## src/rtl/core/iprw_pkg.sv

```systemverilog
// shared types, constants and helpers for the ipv4 rewrite and checksum block
// no dependencies
`timescale 1ns / 1ps

package iprw_pkg;

    localparam int FRAME_BYTES = 2048;
    localparam int AW          = $clog2(FRAME_BYTES);
    localparam int CNT_W       = AW + 1;
    localparam int SUM_W       = AW + 17;
    localparam int OUT_LEN_W   = 12;

    localparam int ETH_LEN     = 14;
    localparam int IP_LEN      = 20;
    localparam int HDR_FIRST   = 12;
    localparam int HDR_BYTES   = 22;
    localparam int TTL_POS     = 22;
    localparam int IPCK_POS    = 24;
    localparam int SRC_POS     = 26;
    localparam int L4_START    = 34;
    localparam int TCP_CK_OFF  = 16;
    localparam int UDP_CK_OFF  = 6;
    localparam int PATCH_STEPS = 9;
    localparam int PATCH_W     = 4;

    localparam logic [15:0] ETHERTYPE_IPV4 = 16'h0800;
    localparam logic [7:0]  PROTO_TCP      = 8'h06;
    localparam logic [7:0]  PROTO_UDP      = 8'h11;
    localparam logic [7:0]  TTL_LIMIT_RST  = 8'd10;
    localparam logic [7:0]  NEW_TTL_RST    = 8'd64;
    localparam logic [7:0]  XOR_KEY_RST    = 8'h5a;

    typedef enum logic [2:0] {
        CFG_REWRITE_EN = 3'd0,
        CFG_NEW_SRC    = 3'd1,
        CFG_TTL_LIMIT  = 3'd2,
        CFG_NEW_TTL    = 3'd3,
        CFG_XOR_KEY    = 3'd4
    } cfg_index_t;

    typedef enum logic [1:0] {
        KIND_VERDICT = 2'd0,
        KIND_BYTE    = 2'd1,
        KIND_NONE    = 2'd2
    } kind_t;

    typedef enum logic [2:0] {
        V_FWD       = 3'd0,
        V_NOT_IPV4  = 3'd1,
        V_TTL       = 3'd2,
        V_PROTO     = 3'd3,
        V_MALFORMED = 3'd4
    } verdict_t;

    typedef struct packed {
        logic       func;
        logic [7:0] data_byte;
        logic       last_byte;
    } in_item_t;

    typedef struct packed {
        kind_t                  result_kind;
        verdict_t               verdict;
        logic [OUT_LEN_W-1:0]   out_length;
        logic [7:0]             out_byte;
        logic                   out_last;
    } out_item_t;

    typedef struct packed {
        logic push;
        logic judge;
        logic sweep;
        logic fold;
        logic patch;
        logic pull_rd;
        logic load_verdict;
        logic load_byte;
        logic load_none;
    } cmd_t;

    typedef struct packed {
        logic fwd;
        logic sweep_done;
        logic patch_done;
        logic pull_avail;
        logic out_free;
    } status_t;

    function automatic logic [15:0] csum_fold(input logic [SUM_W-1:0] s);
        logic [16:0] a;
        logic [16:0] b;
        a = 17'(s[15:0]) + 17'(s[SUM_W-1:16]);
        b = 17'(a[15:0]) + 17'(a[16]);
        return ~b[15:0];
    endfunction

endpackage

```

## src/rtl/core/iprw_ctrl.sv

```systemverilog
// sequencing state machine for push, judge, checksum sweep, patch and pull
// depends on iprw_pkg
`timescale 1ns / 1ps

module iprw_ctrl (
    input  logic              aclk,
    input  logic              aresetn,
    input  logic              s_valid,
    output logic              s_ready,
    input  iprw_pkg::in_item_t s_data,
    input  iprw_pkg::status_t st,
    output iprw_pkg::cmd_t    cmd
);

    typedef enum logic [8:0] {
        ST_IDLE         = 9'b000000001,
        ST_JUDGE        = 9'b000000010,
        ST_SWEEP        = 9'b000000100,
        ST_FOLD         = 9'b000001000,
        ST_PATCH        = 9'b000010000,
        ST_EMIT_VERDICT = 9'b000100000,
        ST_PULL_RD      = 9'b001000000,
        ST_PULL_OUT     = 9'b010000000,
        ST_EMIT_NONE    = 9'b100000000
    } state_t;

    state_t state_reg;
    state_t state_next;

    assign s_ready = (state_reg == ST_IDLE);

    always_comb begin
        state_next = state_reg;
        cmd        = '0;
        unique case (state_reg)
            ST_IDLE: begin
                if (s_valid) begin
                    if (!s_data.func) begin
                        cmd.push = 1'b1;
                        if (s_data.last_byte) begin
                            state_next = ST_JUDGE;
                        end
                    end else if (st.pull_avail) begin
                        state_next = ST_PULL_RD;
                    end else begin
                        state_next = ST_EMIT_NONE;
                    end
                end
            end
            ST_JUDGE: begin
                cmd.judge  = 1'b1;
                state_next = st.fwd ? ST_SWEEP : ST_EMIT_VERDICT;
            end
            ST_SWEEP: begin
                cmd.sweep = 1'b1;
                if (st.sweep_done) begin
                    state_next = ST_FOLD;
                end
            end
            ST_FOLD: begin
                cmd.fold   = 1'b1;
                state_next = ST_PATCH;
            end
            ST_PATCH: begin
                cmd.patch = 1'b1;
                if (st.patch_done) begin
                    state_next = ST_EMIT_VERDICT;
                end
            end
            ST_EMIT_VERDICT: begin
                if (st.out_free) begin
                    cmd.load_verdict = 1'b1;
                    state_next       = ST_IDLE;
                end
            end
            ST_PULL_RD: begin
                cmd.pull_rd = 1'b1;
                state_next  = ST_PULL_OUT;
            end
            ST_PULL_OUT: begin
                if (st.out_free) begin
                    cmd.load_byte = 1'b1;
                    state_next    = ST_IDLE;
                end
            end
            ST_EMIT_NONE: begin
                if (st.out_free) begin
                    cmd.load_none = 1'b1;
                    state_next    = ST_IDLE;
                end
            end
            default: begin
                state_next = ST_IDLE;
            end
        endcase
    end

    always_ff @(posedge aclk) begin
        if (!aresetn) begin
            state_reg <= ST_IDLE;
        end else begin
            state_reg <= state_next;
        end
    end

endmodule

```

## config.mk

```make
export PLATFORM = sky130hd
export DESIGN_NAME = iprw_ctrl
export DESIGN_NICKNAME = d
export VERILOG_FILES = /design/src/rtl/core/iprw_pkg.sv /design/src/rtl/core/iprw_ctrl.sv
export SDC_FILE = /design/constraint.sdc
export NUM_CORES = 1
export LEC_CHECK = 0
export ABC_AREA = 1
export BUFFER_PORTS_ARGS = -buffer_cell sky130_fd_sc_hd__buf_2
export CORE_MARGIN = 2
export CORE_UTILIZATION = 42
export DETAILED_ROUTE_END_ITERATION = 16
export PLACE_DENSITY = 0.69
export SLEW_MARGIN = 20
export SYNTH_ARGS = -nofsm -noshare
export SYNTH_HDL_FRONTEND = slang
export SYNTH_SLANG_ARGS = --single-unit
export TNS_END_PERCENT = 100
```

## constraint.sdc

```tcl
create_clock -name aclk -period 1.3 [get_ports aclk]
set_input_delay 0.26 -clock aclk [delete_from_list [all_inputs] [get_ports aclk]]
set_output_delay 0.26 -clock aclk [all_outputs]
set_load 0.01 [all_outputs]
```

==> flow_summary_export.csv <==
group,metric,value,unit
grt,antenna_found_initial,0,
clock_network,tritoncts_num_sinks,9,
setup_path,cp_num_cells,8,
setup_path,crit_required,1040,ps
setup_path,endpoint,"cmd[8]",
placement,place_congestion,0.795,
logic_synthesis,synthesis.instances,117,
logic_synthesis,ys_types,19,
detailed_routing,drc_errors,0,
power_and_ir_drop,power.density,2650,nW/um^2
floorplan,dieArea,2070,um^2
logic_synthesis,yosysTopAreaCell,"dfxtp_1",
sta,slew_headroom,81.6,%
grt,grt-ovfl-total,0,
setup_path,cp-end-kind,"output pin",
placement,dpl.hpwl,1450,um
detailed_routing,antenna_left,0,
sta,finalCritPeriodShare,121,%
power_and_ir_drop,p_leak,0.000714,uW
clock_network,cts_buffers,3,
layout,antenna_cells,0,
sta,tightest_slew,276,ps
setup_path,regToRegEndpoint,"state_reg[2]",
setup_path,crit_family,"simple AND/OR/NAND/NOR gates",
sta,grt_setup_unrepaired,"yes",
setup_path,crit_fanout,4,
floorplan,die_h,45.5,um
logic_synthesis,synth-xor-area-share,0,%
logic_synthesis,syn_area,724,um^2
floorplan,start_util,43.4,%
flow_run,drv_cap,0,
clock_network,cts_tree,"yes",
setup_path,crit_top_cell,"nand2_4",
logic_synthesis,synth_top_flop_cell,"dfxtp_1",
logic_synthesis,synthTopCellsByCount,"nor2_1 (26), nand2_1 (21), inv_1 (16)",
logic_synthesis,yosys_warnings,0,
clock_network,cts-root-buf,"clkbuf_4",
status,status,"finished, violations left",
logic_synthesis,synth_nets,135,
detailed_routing,via_count,1049,
logic_synthesis,synth_seq_cells,9,
detailed_routing,wl_per_cell,15.5,um
sta,setup_viol,19,
grt,grt_pass1_vias,970,
layout,fin_nets,197,
grt,grt_usage,26.5,%
setup_path,critical_path.max_stage_delay,370,ps
clock_network,h-tree-depth,1,
sta,fin_crit,1580,ps
clock_network,clk_latency,260,ps
grt,grt_max_degree,8,
logic_synthesis,synth_top_family_by_area,"simple AND/OR/NAND/NOR gates",
floorplan,die_width,45.5,um
placement,portBuffers,19,
layout,final_util,86.5,%
power_and_ir_drop,ir_drop,0.00183,V
logic_synthesis,synth_enable_flop_cells,0,
detailed_routing,via_per_inst,5.38,
setup_path,worstRegToRegCells,11,
worst_hold_path,min-delay-start,"s_data[9]",
setup_path,cpMaxStageDelayCell,"dfxtp_4",
setup_path,path_cells,"nor2_4 > nand2_4 > inv_4 > nand2_4 > clkinv_4 > nand2_4 > nor2_2 > buf_2",
layout,largest_reg_flops,9,
setup_path,worstSetupStartpointType,"flip-flop",
setup_path,cp_data_arrival_time,1320,ps
sta,fin_skew,12.7,ps
layout,drive_gt1_share,75.3,%
logic_synthesis,synth.area.top_cells,"dfxtp_1 (25%), nor2_1 (13%), nand2_1 (11%)",
clock_network,clk_pin_slew_worst_paths,70,ps
detailed_routing,firstDrtPassIters,4,
sta,hold_viol_final,0,
setup_path,crit_type,"flip-flop to output pin",
status,violations,"negative setup slack",
floorplan,ios,28,
worst_hold_path,min_path_type,"primary input to flip-flop",
floorplan,core-area,1670,um^2
layout,area_delta_synth_final,99.5,%
sta,setup_slack,-279,ps
setup_path,crit_path_start,"state_reg[4]",
floorplan,rows,15,
logic_synthesis,synthArstFlopShare,0,%
setup_path,reg2reg_from,"state_reg[8]",
grt,grt_pass1_wl,4010,um
detailed_routing,wl,3030,um
logic_synthesis,ys_seq_area_share,24.9,%
logic_synthesis,synth_compound_area_share,1.21,%
placement,dp_slack,-81.9,ps
sta,finalSetupTns,-4080,ps
logic_synthesis,synth.most_common_cell,"nor2_1",
sta,fmax,633,MHz
setup_path,r2r_setup_slack,-270,ps
logic_synthesis,synth_mux_area_share,0,%
clock_network,clk_path_buf_depth,2,
detailed_routing,initialDrtViolationCount,30,
logic_synthesis,synthAdderAreaFrac,0,%
logic_synthesis,yosys.area_share.simple,60.8,%
sta,final_max_slew_viol_count,0,
setup_path,crit_buf_inv,3,
logic_synthesis,syn_area_per_cell,6.19,um^2
logic_synthesis,synth_top_area_share,24.9,%
-- per-layer routing --
metal,track usage (%),part of all wire [%]
met2,48.2,52
met4,11.8,2.2
met5,0,0
met1,29.8,37
met3,3.97,8.7
-- through the flow --
step                power (uW)  hold slack, ps  cells  cell area (um^2)
floorplan                 1630             344    117               749
global placement          2140             511    167               967
detailed placement        2180             516    167               967
CTS                       3170             259    187              1290
global route              4030             277    195              1450
finish                    3840             258    195              1450
-- layout make-up --
| class | instances | area (um^2) |
|---|---|---|
| clock buffer | 4 | 26.3 |
| inverter | 22 | 97.6 |
| timing repair buffer | 57 | 432 |
| tap | 17 | 21.3 |
| fill | 90 | 225 |
| sequential | 9 | 204 |
| multi-input combinational | 86 | 664 |
-- where the power goes --
group	switching, uW	total (uW)	internal (uW)
combinational	1680	3100	1420
sequential	125	520	395
clock	104	222	118
total	1910	3840	1930
-- worst min-delay path, cell delays in order --
cell	delay, ps
buf_2	100
nand3_1	80
nor3_2	40
-- cell families after synthesis --
group,count (synthesis)
simple gates,84
flops,9
buf+inv,23
compound gates,1
-- cell usage in the layout (no fill, tap or decap), types with 6 or more instances in the layout --
cell type	count
inv_2	6
nand2_1	9
nand2_2	14
nor2_2	11
nand3_4	7
buf_4	31
nor2_4	11
buf_2	15
nor2_1	13
inv_1	12
buf_6	11
-- timing repair --
action | CTS | global route
resized for setup | 46 | 30
setup buffers | 16 | 9
cloned | 1 | 0
hold buffers | 0 | 0
endpoints found under the setup margin | 19 | 19
pin swaps | 15 | 14
-- worst min-delay path by stage --
stage          cells after the start            to
3_3_place_gp                       2  state_reg[0]
5_1_grt                            3  state_reg[6]
3_5_place_dp                       2  state_reg[0]
4_1_cts                            2  state_reg[0]
6_report                           3  state_reg[6]
2_1_floorplan                      1  state_reg[0]
No activity file was read; power rests on OpenSTA's default activity.
